## src/rtl/chc_pkg.sv

```systemverilog
// shared constants, codes and control types of the canonical huffman code assigner
package chc_pkg;

	localparam int MAX_LENGTH  = 15;
	localparam int SYMBOLS     = 288;
	localparam int LEN_W       = 4;
	localparam int NUM_LENGTHS = 1 << LEN_W;
	localparam int CODE_W      = 16;
	localparam int SYM_W       = 9;
	localparam int CNT_W       = 9;
	localparam int TALLY_MAX   = (1 << CNT_W) - 1;
	localparam int IDX_W       = $clog2(SYMBOLS + 1);
	localparam int CMD_W       = 2;

	typedef enum logic [CMD_W-1:0] {
		CMD_CLEAR  = 2'd0,
		CMD_COUNT  = 2'd1,
		CMD_ASSIGN = 2'd2
	} command_t;

	typedef enum logic [1:0] {
		ST_IDLE,
		ST_FORM,
		ST_EMIT
	} state_t;

	typedef struct packed {
		logic clear;
		logic count;
		logic form_start;
		logic form_step;
		logic emit;
		logic use_latched;
	} dp_cmd_t;

	typedef struct packed {
		logic idx_full;
		logic codes_ready;
		logic form_last;
		logic out_free;
	} dp_status_t;

endpackage

```

## src/rtl/chc_if.sv

```systemverilog
// valid/ready channels for input items and result items
interface chc_in_if;
	logic                        valid;
	logic                        ready;
	logic [chc_pkg::CMD_W-1:0]   command;
	logic [chc_pkg::LEN_W-1:0]   code_length;

	modport source (output valid, output command, output code_length, input ready);
	modport sink   (input valid, input command, input code_length, output ready);
endinterface

interface chc_out_if;
	logic                        valid;
	logic                        ready;
	logic [chc_pkg::SYM_W-1:0]   symbol;
	logic [chc_pkg::CODE_W-1:0]  code;
	logic [chc_pkg::LEN_W-1:0]   code_bits;

	modport source (output valid, output symbol, output code, output code_bits, input ready);
	modport sink   (input valid, input symbol, input code, input code_bits, output ready);
endinterface

```

## src/rtl/chc_datapath.sv

```systemverilog
// tallies, next-code table, first-code formation and result register
module chc_datapath (
	input  logic                          clk,
	input  logic                          arst_n,
	input  chc_pkg::dp_cmd_t              cmd,
	input  logic [chc_pkg::LEN_W-1:0]     item_len,
	output chc_pkg::dp_status_t           status,
	chc_out_if.source                     result
);

	logic [chc_pkg::CNT_W-1:0]  tally_q [chc_pkg::NUM_LENGTHS];
	logic [chc_pkg::CODE_W-1:0] next_code_q [chc_pkg::NUM_LENGTHS];
	logic [chc_pkg::IDX_W-1:0]  idx_q;
	logic [chc_pkg::CNT_W-1:0]  entries_q;
	logic                       ready_q;
	logic [chc_pkg::LEN_W-1:0]  len_q;
	logic [chc_pkg::LEN_W-1:0]  bits_q;
	logic [chc_pkg::CODE_W-1:0] acc_q;
	logic                       out_valid_q;
	logic [chc_pkg::SYM_W-1:0]  out_sym_q;
	logic [chc_pkg::CODE_W-1:0] out_code_q;
	logic [chc_pkg::LEN_W-1:0]  out_bits_q;

	logic [chc_pkg::LEN_W-1:0]  tally_addr;
	logic [chc_pkg::CNT_W-1:0]  tally_rd;
	logic                       item_len_ok;
	logic [chc_pkg::CODE_W-1:0] form_sum;
	logic [chc_pkg::CODE_W-1:0] form_code;
	logic [chc_pkg::LEN_W-1:0]  emit_len;
	logic                       emit_len_ok;
	logic [chc_pkg::CODE_W-1:0] nc_rd;
	logic                       single;
	logic                       has_res;
	logic                       bump;
	logic [chc_pkg::SYM_W-1:0]  res_sym;
	logic [chc_pkg::CODE_W-1:0] res_code;
	logic [chc_pkg::LEN_W-1:0]  res_bits;
	logic                       out_free;

	// one read port on the tally table, shared by count and formation
	assign tally_addr  = cmd.form_step ? chc_pkg::LEN_W'(bits_q - chc_pkg::LEN_W'(1)) : item_len;
	assign tally_rd    = tally_q[tally_addr];
	assign item_len_ok = (item_len != '0) &&
		(item_len <= chc_pkg::LEN_W'(chc_pkg::MAX_LENGTH));

	assign form_sum  = chc_pkg::CODE_W'(acc_q + chc_pkg::CODE_W'(tally_rd));
	assign form_code = {form_sum[chc_pkg::CODE_W-2:0], 1'b0};

	assign emit_len    = cmd.use_latched ? len_q : item_len;
	assign emit_len_ok = (emit_len != '0) &&
		(emit_len <= chc_pkg::LEN_W'(chc_pkg::MAX_LENGTH));
	assign nc_rd       = next_code_q[emit_len];

	// lone counted entry gets code 1 of length 1 at symbol zero
	assign single   = (entries_q == chc_pkg::CNT_W'(1));
	assign has_res  = single ? (idx_q == '0) : emit_len_ok;
	assign bump     = cmd.emit && !single && emit_len_ok;
	assign res_sym  = single ? '0 : chc_pkg::SYM_W'(idx_q);
	assign res_code = single ? chc_pkg::CODE_W'(1) : nc_rd;
	assign res_bits = single ? chc_pkg::LEN_W'(1) : emit_len;

	assign out_free = !out_valid_q || result.ready;

	assign status.idx_full    = (idx_q >= chc_pkg::IDX_W'(chc_pkg::SYMBOLS));
	assign status.codes_ready = ready_q;
	assign status.form_last   = (bits_q == chc_pkg::LEN_W'(chc_pkg::MAX_LENGTH));
	assign status.out_free    = out_free;

	assign result.valid     = out_valid_q;
	assign result.symbol    = out_sym_q;
	assign result.code      = out_code_q;
	assign result.code_bits = out_bits_q;

	always_ff @(posedge clk or negedge arst_n) begin
		if (!arst_n) begin
			for (int i = 0; i < chc_pkg::NUM_LENGTHS; i++) begin
				tally_q[i] <= '0;
			end
			idx_q       <= '0;
			entries_q   <= '0;
			ready_q     <= 1'b0;
			out_valid_q <= 1'b0;
		end else begin
			if (cmd.clear) begin
				for (int i = 0; i < chc_pkg::NUM_LENGTHS; i++) begin
					tally_q[i] <= '0;
				end
				idx_q     <= '0;
				entries_q <= '0;
				ready_q   <= 1'b0;
			end
			if (cmd.count) begin
				if (entries_q != chc_pkg::CNT_W'(chc_pkg::TALLY_MAX)) begin
					entries_q <= chc_pkg::CNT_W'(entries_q + chc_pkg::CNT_W'(1));
				end
				if (item_len_ok && (tally_rd != chc_pkg::CNT_W'(chc_pkg::TALLY_MAX))) begin
					tally_q[item_len] <= chc_pkg::CNT_W'(tally_rd + chc_pkg::CNT_W'(1));
				end
			end
			if (cmd.form_step && status.form_last) begin
				ready_q <= 1'b1;
			end
			if (cmd.emit) begin
				idx_q <= chc_pkg::IDX_W'(idx_q + chc_pkg::IDX_W'(1));
			end
			if (cmd.emit && has_res) begin
				out_valid_q <= 1'b1;
			end else if (result.ready) begin
				out_valid_q <= 1'b0;
			end
		end
	end

	always_ff @(posedge clk) begin
		if (cmd.form_start) begin
			len_q  <= item_len;
			bits_q <= chc_pkg::LEN_W'(1);
			acc_q  <= '0;
		end else if (cmd.form_step) begin
			bits_q <= chc_pkg::LEN_W'(bits_q + chc_pkg::LEN_W'(1));
			acc_q  <= form_code;
		end
		if (cmd.form_step) begin
			next_code_q[bits_q] <= form_code;
		end else if (bump) begin
			next_code_q[emit_len] <= chc_pkg::CODE_W'(nc_rd + chc_pkg::CODE_W'(1));
		end
		if (cmd.emit && has_res) begin
			out_sym_q  <= res_sym;
			out_code_q <= res_code;
			out_bits_q <= res_bits;
		end
	end

endmodule

```

## src/rtl/chc_controller.sv

```systemverilog
// command decode and sequencing of the first-code formation pass
module chc_controller (
	input  logic                 clk,
	input  logic                 arst_n,
	chc_in_if.sink               item,
	input  chc_pkg::dp_status_t  status,
	output chc_pkg::dp_cmd_t     cmd
);

	chc_pkg::state_t state_q;
	chc_pkg::state_t state_nx;
	logic            take;

	assign item.ready = (state_q == chc_pkg::ST_IDLE) && status.out_free;
	assign take       = item.valid && item.ready;

	always_ff @(posedge clk or negedge arst_n) begin
		if (!arst_n) begin
			state_q <= chc_pkg::ST_IDLE;
		end else begin
			state_q <= state_nx;
		end
	end

	always_comb begin
		state_nx = state_q;
		unique case (state_q)
			chc_pkg::ST_IDLE: begin
				if (take && (item.command == chc_pkg::CMD_ASSIGN) &&
					!status.idx_full && !status.codes_ready) begin
					state_nx = chc_pkg::ST_FORM;
				end
			end
			chc_pkg::ST_FORM: begin
				if (status.form_last) begin
					state_nx = chc_pkg::ST_EMIT;
				end
			end
			chc_pkg::ST_EMIT: begin
				if (status.out_free) begin
					state_nx = chc_pkg::ST_IDLE;
				end
			end
			default: state_nx = chc_pkg::ST_IDLE;
		endcase
	end

	always_comb begin
		cmd = '0;
		unique case (state_q)
			chc_pkg::ST_IDLE: begin
				if (take) begin
					unique case (item.command)
						chc_pkg::CMD_CLEAR:  cmd.clear = 1'b1;
						chc_pkg::CMD_COUNT:  cmd.count = 1'b1;
						chc_pkg::CMD_ASSIGN: begin
							if (!status.idx_full) begin
								if (status.codes_ready) begin
									cmd.emit = 1'b1;
								end else begin
									cmd.form_start = 1'b1;
								end
							end
						end
						default: cmd = '0;
					endcase
				end
			end
			chc_pkg::ST_FORM: cmd.form_step = 1'b1;
			chc_pkg::ST_EMIT: begin
				if (status.out_free) begin
					cmd.emit        = 1'b1;
					cmd.use_latched = 1'b1;
				end
			end
			default: cmd = '0;
		endcase
	end

endmodule

```

## src/rtl/canonical_huffman_code_assign.sv

```systemverilog
// top level of the canonical huffman code assigner
//
//  channel  role  signals                                  transfer when
//  item     in    command[1:0] code_length[3:0]            item.valid & item.ready
//  result   out   symbol[8:0] code[15:0] code_bits[3:0]    result.valid & result.ready
//
// clear, count and assign after the codes exist are handled directly in the idle state
// the first assign after reset or a clear runs the first-code pass over all lengths,
// one length per cycle through the tally read port
// reset clears tallies, index, entry count, the codes-ready flag and the result valid at once
// a held result blocks new items only when it is not taken in that cycle
module canonical_huffman_code_assign (
	input  logic       clk,
	input  logic       arst_n,
	chc_in_if.sink     item,
	chc_out_if.source  result
);

	chc_pkg::dp_cmd_t    cmd;
	chc_pkg::dp_status_t status;

	chc_controller u_ctrl (
		.clk    (clk),
		.arst_n (arst_n),
		.item   (item),
		.status (status),
		.cmd    (cmd)
	);

	chc_datapath u_dp (
		.clk      (clk),
		.arst_n   (arst_n),
		.cmd      (cmd),
		.item_len (item.code_length),
		.status   (status),
		.result   (result)
	);

	a_cmd_onehot: assert property (@(posedge clk) disable iff (!arst_n)
		$onehot0({cmd.clear, cmd.count, cmd.form_start, cmd.form_step, cmd.emit}))
		else $error("datapath commands overlap");

	a_no_take_in_form: assert property (@(posedge clk) disable iff (!arst_n)
		cmd.form_step |-> !item.ready)
		else $error("item taken during first-code pass");

	a_bits_nonzero: assert property (@(posedge clk) disable iff (!arst_n)
		result.valid |-> (result.code_bits != '0))
		else $error("result with zero code length");

	a_emit_after_form: assert property (@(posedge clk) disable iff (!arst_n)
		(cmd.form_step && status.form_last) |=> status.codes_ready)
		else $error("codes not marked ready after pass");

endmodule
```

## src/flat_wrapper.sv

```systemverilog
// flat-port wrapper written by rule: the top's interface ports become plain ports
module canonical_huffman_code_assign_flat 
  (clk, arst_n, item_valid, item_command, item_code_length, item_ready, result_valid, result_symbol, result_code, result_code_bits, result_ready);
  chc_in_if item_i ();
  chc_out_if result_i ();
  input  logic clk;
  input  logic arst_n;
  input wire logic [$bits(item_i.valid)-1:0] item_valid;
  input wire logic [$bits(item_i.command)-1:0] item_command;
  input wire logic [$bits(item_i.code_length)-1:0] item_code_length;
  output wire logic [$bits(item_i.ready)-1:0] item_ready;
  output wire logic [$bits(result_i.valid)-1:0] result_valid;
  output wire logic [$bits(result_i.symbol)-1:0] result_symbol;
  output wire logic [$bits(result_i.code)-1:0] result_code;
  output wire logic [$bits(result_i.code_bits)-1:0] result_code_bits;
  input wire logic [$bits(result_i.ready)-1:0] result_ready;
  assign item_i.valid = item_valid;
  assign item_i.command = item_command;
  assign item_i.code_length = item_code_length;
  assign item_ready = item_i.ready;
  assign result_valid = result_i.valid;
  assign result_symbol = result_i.symbol;
  assign result_code = result_i.code;
  assign result_code_bits = result_i.code_bits;
  assign result_i.ready = result_ready;
  canonical_huffman_code_assign u_core (.clk(clk), .arst_n(arst_n), .item(item_i), .result(result_i));
endmodule
```

## config.mk

```make
export PLATFORM = sky130hd
export DESIGN_NAME = canonical_huffman_code_assign_flat
export DESIGN_NICKNAME = d
export VERILOG_FILES = /design/src/rtl/chc_pkg.sv /design/src/rtl/chc_if.sv /design/src/rtl/chc_datapath.sv /design/src/rtl/chc_controller.sv /design/src/rtl/canonical_huffman_code_assign.sv /design/src/flat_wrapper.sv
export SDC_FILE = /design/constraint.sdc
export NUM_CORES = 1
export LEC_CHECK = 0
export BUFFER_PORTS_ARGS = -buffer_cell sky130_fd_sc_hd__buf_4
export CORE_MARGIN = 3
export CORE_UTILIZATION = 50
export CTS_CLUSTER_DIAMETER = 80
export CTS_CLUSTER_SIZE = 10
export DETAILED_ROUTE_END_ITERATION = 10
export GPL_ROUTABILITY_DRIVEN = 0
export PLACE_DENSITY_LB_ADDON = 0.15
export REMOVE_ABC_BUFFERS = 1
export SYNTH_ARGS = -nofsm -noshare
export SYNTH_HDL_FRONTEND = slang
export SYNTH_SLANG_ARGS = --single-unit
```

## constraint.sdc

```tcl
create_clock -name clk -period 6.3 [get_ports clk]
set_input_delay 1.26 -clock clk [delete_from_list [all_inputs] [get_ports clk]]
set_output_delay 1.26 -clock clk [all_outputs]
set_load 0.05 [all_outputs]
```

==> results of run 1 <==
==> layout make-up <==
| cell class | count | area [µm²] | share of cell area [%] |
|---|---|---|---|
| clock buffers | 77 | 1420 | 5.65 |
| multi-input cells | 1213 | 8240 | 32.9 |
| clock inverters | 5 | 101 | 0.404 |
| inverters | 27 | 101 | 0.404 |
| flip-flops and latches | 473 | 13200 | 52.6 |
| repair buffers | 157 | 1280 | 5.12 |
| well taps | 585 | 732 | 2.92 |
==> layer usage <==
| metal | global-route usage [%] | vias to the layer above | part of all wire (%) |
|---|---|---|---|
| met4 | 12.6 | 0 | 4.9 |
| met5 | 0 | - | 0 |
| met1 | 38.0 | 8058 | 40 |
| met2 | 44.8 | 812 | 47 |
| met3 | 4.72 | 190 | 8.5 |
| li1 | - | 7097 | - |
==> metrics by stage <==
stage | TNS (ps) | setup WS (ps) | hold WS (ps) | power [µW] | instance area (µm²)
after floorplan | -80610 | -635 | 441 | 6180 | 21500
after global placement | 0 | 382 | 448 | 7490 | 23500
after detailed placement | 0 | 301 | 456 | 7560 | 23500
after CTS | 0 | 645 | 464 | 10400 | 25100
after global routing | 0 | 67.4 | 480 | 10800 | 25100
final | 0 | 595 | 459 | 10400 | 25100
==> placed cells by master (no fill, tap or decap), types with 53 or more instances in the layout <==
cell and n:
a211oi_1 61, and3_1 58, o21ai_0 108, buf_4 148
nand2_1 242, edfxtp_1 289, clkbuf_16 53, nor2_1 81
dfrtp_1 166, nand3_1 85
==> registers in the layout, indices dropped and copies added (netlist names) <==
name,count
u_core.u_dp.idx_q,9
u_core.u_dp.tally_q,144
u_core.u_dp.bits_q,4
u_core.u_dp.result.valid,1
u_core.u_ctrl.state_q,2
u_core.u_dp.len_q,4
u_core.u_dp.ready_q,1
u_core.u_dp.next_code_q,256
u_core.u_dp.entries_q,9
u_core.u_dp.acc_q,14
u_core.u_dp.result.symbol,9
u_core.u_dp.result.code_bits,4
u_core.u_dp.result.code,16
==> tightest hold or removal path, cell delays in order (launching register included) <==
cell and delay (ps):
dfxtp_1 310, nand2_1 50, a21oi_1 50
==> worst paths after layout <==
check | to | slack, ps | cells past startpoint
worst max-delay path | u_core.u_dp.next_code_q[6][14]$_DFFE_PP_ | 600 | 21
worst min-delay path | u_core.u_dp.acc_q[8]$_SDFFE_PP0N_ | 460 | 2
worst max register to register | u_core.u_dp.next_code_q[6][14]$_DFFE_PP_ | 600 | 21
worst min register to register | u_core.u_dp.acc_q[8]$_SDFFE_PP0N_ | 460 | 2
max in group asynchronous | u_core.u_dp.tally_q[78]$_DFF_PN0_ | 4480 | 2
min in group asynchronous | u_core.u_dp.tally_q[73]$_DFF_PN0_ | 500 | 1
==> power by group <==
part	total (µW)	leakage [µW]	switching (µW)	internal [µW]
registers	4350	0.00509	189	4160
logic	3190	0.00379	2200	993
clock network	2810	0.000728	1230	1590
==> kinds of logic after synthesis <==
family          count (synthesis)
compound gates                416
xor+xnor                       38
fa+ha+maj                      19
buf+inv                       149
flops                         473
mux                            91
simple gates                  649
==> impl_results.md, run 1 <==
* CTS tree: done
* Routed WL at 65.4 mm
* Site Rows at between 70 and 80
* Critical Path RT at ~6600 ps
* Critical path's most frequent cell: o21ai_0
* Top delay family on crit path: compound AO/OA/AOI/OAI gates
* VDD IR max at 0.000334 V
* Count of unique library cells instantiated by Yosys at 92
* R2R Path Start: u_core.u_dp.bits_q[0]$_SDFFE_PP1N_
* TritonRoute pass-1 iters at 6
* # resized after CTS at 0
* HP Start: u_core.u_dp.acc_q[8]$_SDFFE_PP0N_
* Count leader, synth: edfxtp_1
* Post-Synth Simple-Gate Area at 14.4%
* Critical Path Source Type: flip-flop
* Largest net degree at the start of global routing at 84
* Ys async rst share at between 30% and 40%
* N_diodes at 0
* Max-cap viol count at 0
* Synth area leaders: edfxtp_1 (39%), dfrtp_1 (19%), nand2_1 (4.2%), mux4_2 (3.5%), o21ai_0 (2.5%)
* Final core occ at 57.9%
* Setup repair bufs after CTS at 0
* Final Max Tran Viols at 0
* RSZ-0062 raised after global routing: false
* Cts hold-fix bufs at 0
* Slew at the pin with the worst max-slew slack at 1290 ps
* Seq/Total Area, Yosys at 60.0%
* Flops & latches, synth at between 400 and 500
* Htree depth at 2
* Relative slew slack at a little under an eighth
* Post-synth top area cell: edfxtp_1
* Routed vias/inst at 6.37
* Largest family of logic cells by synthesized area: simple AND/OR/NAND/NOR gates
* DP Cell Count at 2,455
* Setup violators final at 0
* DRC Markers at 0
* Clock Latency Late Sink at 630 ps
* P_leak at 0.00961 µW
* Number of synthesized flops with an enable pin at 289
* Port bufs at 40
* FMAX at 0.175 GHz
* Chip Height at 216 µm
* ANT nets after route at 0
* Min cycle time layout at 5700 ps
* Dominant synthesized flop cell: edfxtp_1
* CP Class: reg -> reg
* FILL cells at roughly 3,500
* Worst EP arrival at 5980 ps
* Vias at 16,200
* Worst path max stage delay at ~800 ps
* Clock Pin Slew Worst Setup and Hold Paths at 60 ps
* Mapped Area at 22,000 µm²
* Post-synth top area share at 39.5%
* Pwr/cell area at 413 nW/µm²
* Horiz. Die Dim at 216 µm
* CORE AREA at 43,300 µm²
* Worst Setup SP: u_core.u_dp.bits_q[0]$_SDFFE_PP1N_
* Initial Util at 50.8%
* Buf/Inv on CP at 2
* Post-Layout Cell Count at 2,537
* Area Growth Syn to Fin at 13.9%
* YS warnings at 0
* Hold Path Class: reg -> reg
* Worst path slowest cell: a21oi_1
* Fin crit share at 90.6%
* Final-report hold violation count at 0
* Adder-cell area share of the yosys netlist at roughly 1.1%
* Run status: completed
* Mux contribution to synthesized area at under 10%
* Sink count of the clock tree at 473
* Layout cell share with drive strength beyond 1 at 16.5%
* # IOs at 41
* Mapped Avg Cell Area at 12.0 µm²
* Clk buf depth at 3
* Critical-path maximum fanout at 16
* Die Area at 46,500 µm²
* Total gr overflow at 0
* Xor/xnor cell area share of the yosys netlist at about 1.7%
* Total CTS buffers at 53
* Antenna violations before repair at 0
* Global Route Usage Sum at between 20 and 30%
* Synth top cells by count: edfxtp_1 (289), nand2_1 (244), dfrtp_1 (166)
* Initial drt markers at 1,710
* Vias in the first global route at ~16,000
* Dpl hpwl at approximately 43 mm
* First-pass GRT wire length at 99.3 mm
* Layout net count at 1,954
* Worst path cell trace: inv_1, ha_1, xor2_1, mux2i_4, mux2i_1, mux4_2, nor2b_4, a31oi_4, ha_1, inv_1, fa_1, nor2b_1, o21ai_0, a21boi_0, o21ai_0, a21boi_0, o21ai_0, a21oi_1, xor2_1, nor2_1, a21oi_1
* Clk_skew at 27.1 ps
* Synth Instances at roughly 1,800
* Complex-gate fraction of the synthesized area at 13.5%
* WL per Instance at 25.8 µm
* Worst Setup End Kind: flip-flop
* CTS root buf: clkbuf_16
Power figures use the tool's default switching activity.
==> inputs of run 2 (changes only) <==
--- a/config.mk
+++ b/config.mk
@@ -6,12 +6,13 @@
 export NUM_CORES = 1
 export LEC_CHECK = 0
 export BUFFER_PORTS_ARGS = -buffer_cell sky130_fd_sc_hd__buf_4
+export CORE_ASPECT_RATIO = 0.9
 export CORE_MARGIN = 3
 export CORE_UTILIZATION = 50
 export CTS_CLUSTER_DIAMETER = 80
 export CTS_CLUSTER_SIZE = 10
 export DETAILED_ROUTE_END_ITERATION = 10
-export GPL_ROUTABILITY_DRIVEN = 0
+export GPL_ROUTABILITY_DRIVEN = 1
 export PLACE_DENSITY_LB_ADDON = 0.15
 export REMOVE_ABC_BUFFERS = 1
 export SYNTH_ARGS = -nofsm -noshare
==> run 2 against run 1 <==
  * Design area down 0.31%
  * Non-clock buffer count up 5
  * Sequential power hardly changed
  * Hold slack gained 7.3 ps
  * Final cell count decreased by 0.95%
  * Die area hardly changed
  * Critical path depth decreased by 5
  * Clock power down 3%
  * Setup slack got worse by 130 ps
  * Total power is 1.6% lower
  * Register-to-register slack worse by 130 ps
  * Largest power group unchanged
==> impl_results.md, run 2 (same netlist as run 1, synthesis figures left out) <==
* Layout net count at 1,959
* Hold Path End: u_core.u_dp.acc_q[8]$_SDFFE_PP0N_
* CTS tree: done
* Reg2Reg Setup Slack at 460 ps
* CTS root buf: clkbuf_16
* VDD IR max at 0.000256 V
* Setup violators final at 0
* GRT busiest layer: met1
* DP Cell Count at 2,430
* Largest net degree at the start of global routing at 77
* First-pass GRT wire length at between 90 and 100 mm
* Most frequent cells in the layout: edfxtp_1 (289), nand2_1 (242), dfrtp_1 (166)
* Cts hold-fix bufs at 0
* Global Route Usage Sum at 28.1%
* GPL Wtd Cong at between 0.9 and 1
* Initial drt markers at 2,018
* Clock Pin Slew Worst Setup and Hold Paths at 60 ps
* Clock Latency Late Sink at 590 ps
* Die Area at 46,600 µm²
* Area Growth Syn to Fin at 13.6%
* Critical-path maximum fanout at 26
* Clk buf depth at 3
* FILL cells at 3,492
* Final-report hold violation count at 0
* Most common cell after layout, fill and taps aside: edfxtp_1
* Dpl hpwl at 43.2 mm
* WL per Instance at 25.9 µm
* Total gr overflow at 0
* Critical Path RT at 6540 ps
* Post-Layout Cell Count at 2,513
* Horiz. Die Dim at 227 µm
* FMAX at roughly 0.17 GHz
* ANT nets after route at 0
* Site Rows at 72
* Run status: completed
* Layout cell share with drive strength beyond 1 at 16.7%
* Slew at the pin with the worst max-slew slack at 1370 ps
* RSZ-0062 raised after global routing: false
* Routed vias/inst at ~6.5
* Final Max Tran Viols at 0
* Design Area, Final at 25,000 µm²
* Gate power share at 30.7%
* Routed WL at between 60 and 70 mm
* Relative slew slack at 7.84%
* Top reg by flops: u_core.u_dp.next_code_q
* Final core occ at 57.8%
* Critical Path Source Type: flip-flop
* Worst r2r path cells at 16
* GRT met1 Usage at 42.5%
* Worst Setup End Kind: flip-flop
* Switch share at 34.5%
* CP Class: reg -> reg
* # resized after CTS at 0
* # IOs at 41
* M2 GR Usage at 41.0%
* P_leak at 0.00961 µW
* Total CTS buffers at 53
* Setup repair bufs after CTS at 0
* Setup tns final at 0 ps
* Initial Util at 50.9%
* Post-DP Area at 23,500 µm²
* Fin crit share at 92.7%
* TritonRoute pass-1 iters at 5
* DRC Markers at 0
* Vias in the first global route at 15,400
* Pwr/cell area at 408 nW/µm²
* Htree depth at 2
* R2R Path Start: u_core.u_ctrl.state_q[1]$_DFFE_PN0P_
* Worst Setup SP: u_core.u_ctrl.state_q[1]$_DFFE_PN0P_
* Worst R2R End: u_core.u_dp.next_code_q[14][14]$_DFFE_PP_
* Antenna violations before repair at 0
* CORE AREA at 43,200 µm²
* Min cycle time layout at 5840 ps
* Chip Height at 205 µm
* Power share of the clock group at 26.7%
* Worst hold slack at 467 ps
* Port bufs at 40
* Switching pwr at 3520 µW
* HP Start: u_core.u_dp.acc_q[8]$_SDFFE_PP0N_
* M3 GR Usage at 6.33%
* Sink count of the clock tree at approximately 470
* Vias at about 16,000
* Hold Path Class: reg -> reg
* Worst EP arrival at 6080 ps
* Sequential Power Share at ~43%
* Max reg flops at 256
* Worst hold stages at 2
* Max-cap viol count at 0
* Clk_skew at 14.5 ps
* Internal cell power at 6670 µW
[run 2: changes by cell type in the layout (fill, tap and decap cells not counted)]
cell	previous run	this run
clkbuf_1	24	26
inv_6	0	3
o21ai_1	28	27
clkinv_2	1	0
clkinv_8	1	0
buf_4	148	154
o21ai_0	108	109
clkinv_16	1	0
inv_16	1	0
buf_12	8	7
bufinv_16	1	0
diode_2	0	1
[run 2: power groups by stage]
stage	sequential (µW)	clock (µW)	combinational (µW)
floorplan	4370	0	1810
global placement	4380	0	3040
detailed placement	4390	0	3090
CTS	4340	2760	3090
global route	4380	2890	3350
finish	4340	2720	3120
[run 2: worst max-delay path, stage by stage (launching register included)]
cell and delay, ps:
dfrtp_1 510, nand2b_1 420, a21o_4 530, mux4_2 630
mux2i_1 270, mux2i_4 170, ha_1 340, nor2b_1 140
o21ai_0 200, a21boi_0 140, o21ai_0 320, a21boi_0 190
o21ai_0 350, a21oi_1 150, xor2_1 220, nor2_1 80
a21oi_1 780
[run 2: final cells by class]
type                            count  area [µm²]  area share, %
Inverter                           27         101          0.406
Antenna cell                        1        2.50         0.0100
Clock buffer                       79        1420           5.70
Clock inverter                      3        26.3          0.105
Multi-Input combinational cell   1213        8240           33.0
Timing Repair Buffer              162        1310           5.23
Tap cell                          555         694           2.78
Sequential cell                   473       13200           52.8
[run 2: per-stage QoR]
step	setup slack, ps	total power [µW]
detailed placement	192	7480
floorplan	-635	6180
CTS	570	10200
global placement	297	7420
finish	463	10200
global route	69.7	10600
[run 2: metal layers]
layer / vias up / wire length, µm / part of all wire, %
met5: - / 0 / 0
li1: 7125 / - / -
met1: 8228 / 28800 / 44
met3: 102 / 6590 / 10
met4: 0 / 1350 / 2.1
met2: 854 / 28400 / 44
[run 2: worst max-delay path by stage]
stage	end	cells past startpoint
finish	u_core.u_dp.next_code_q[14][14]$_DFFE_PP_	16
global route	u_core.u_dp.next_code_q[3][14]$_DFFE_PP_	21
CTS	u_core.u_dp.next_code_q[3][14]$_DFFE_PP_	16
detailed placement	u_core.u_dp.next_code_q[6][14]$_DFFE_PP_	16
global placement	u_core.u_dp.next_code_q[5][14]$_DFFE_PP_	18
floorplan	u_core.u_dp.next_code_q[0][12]$_DFFE_PP_	10
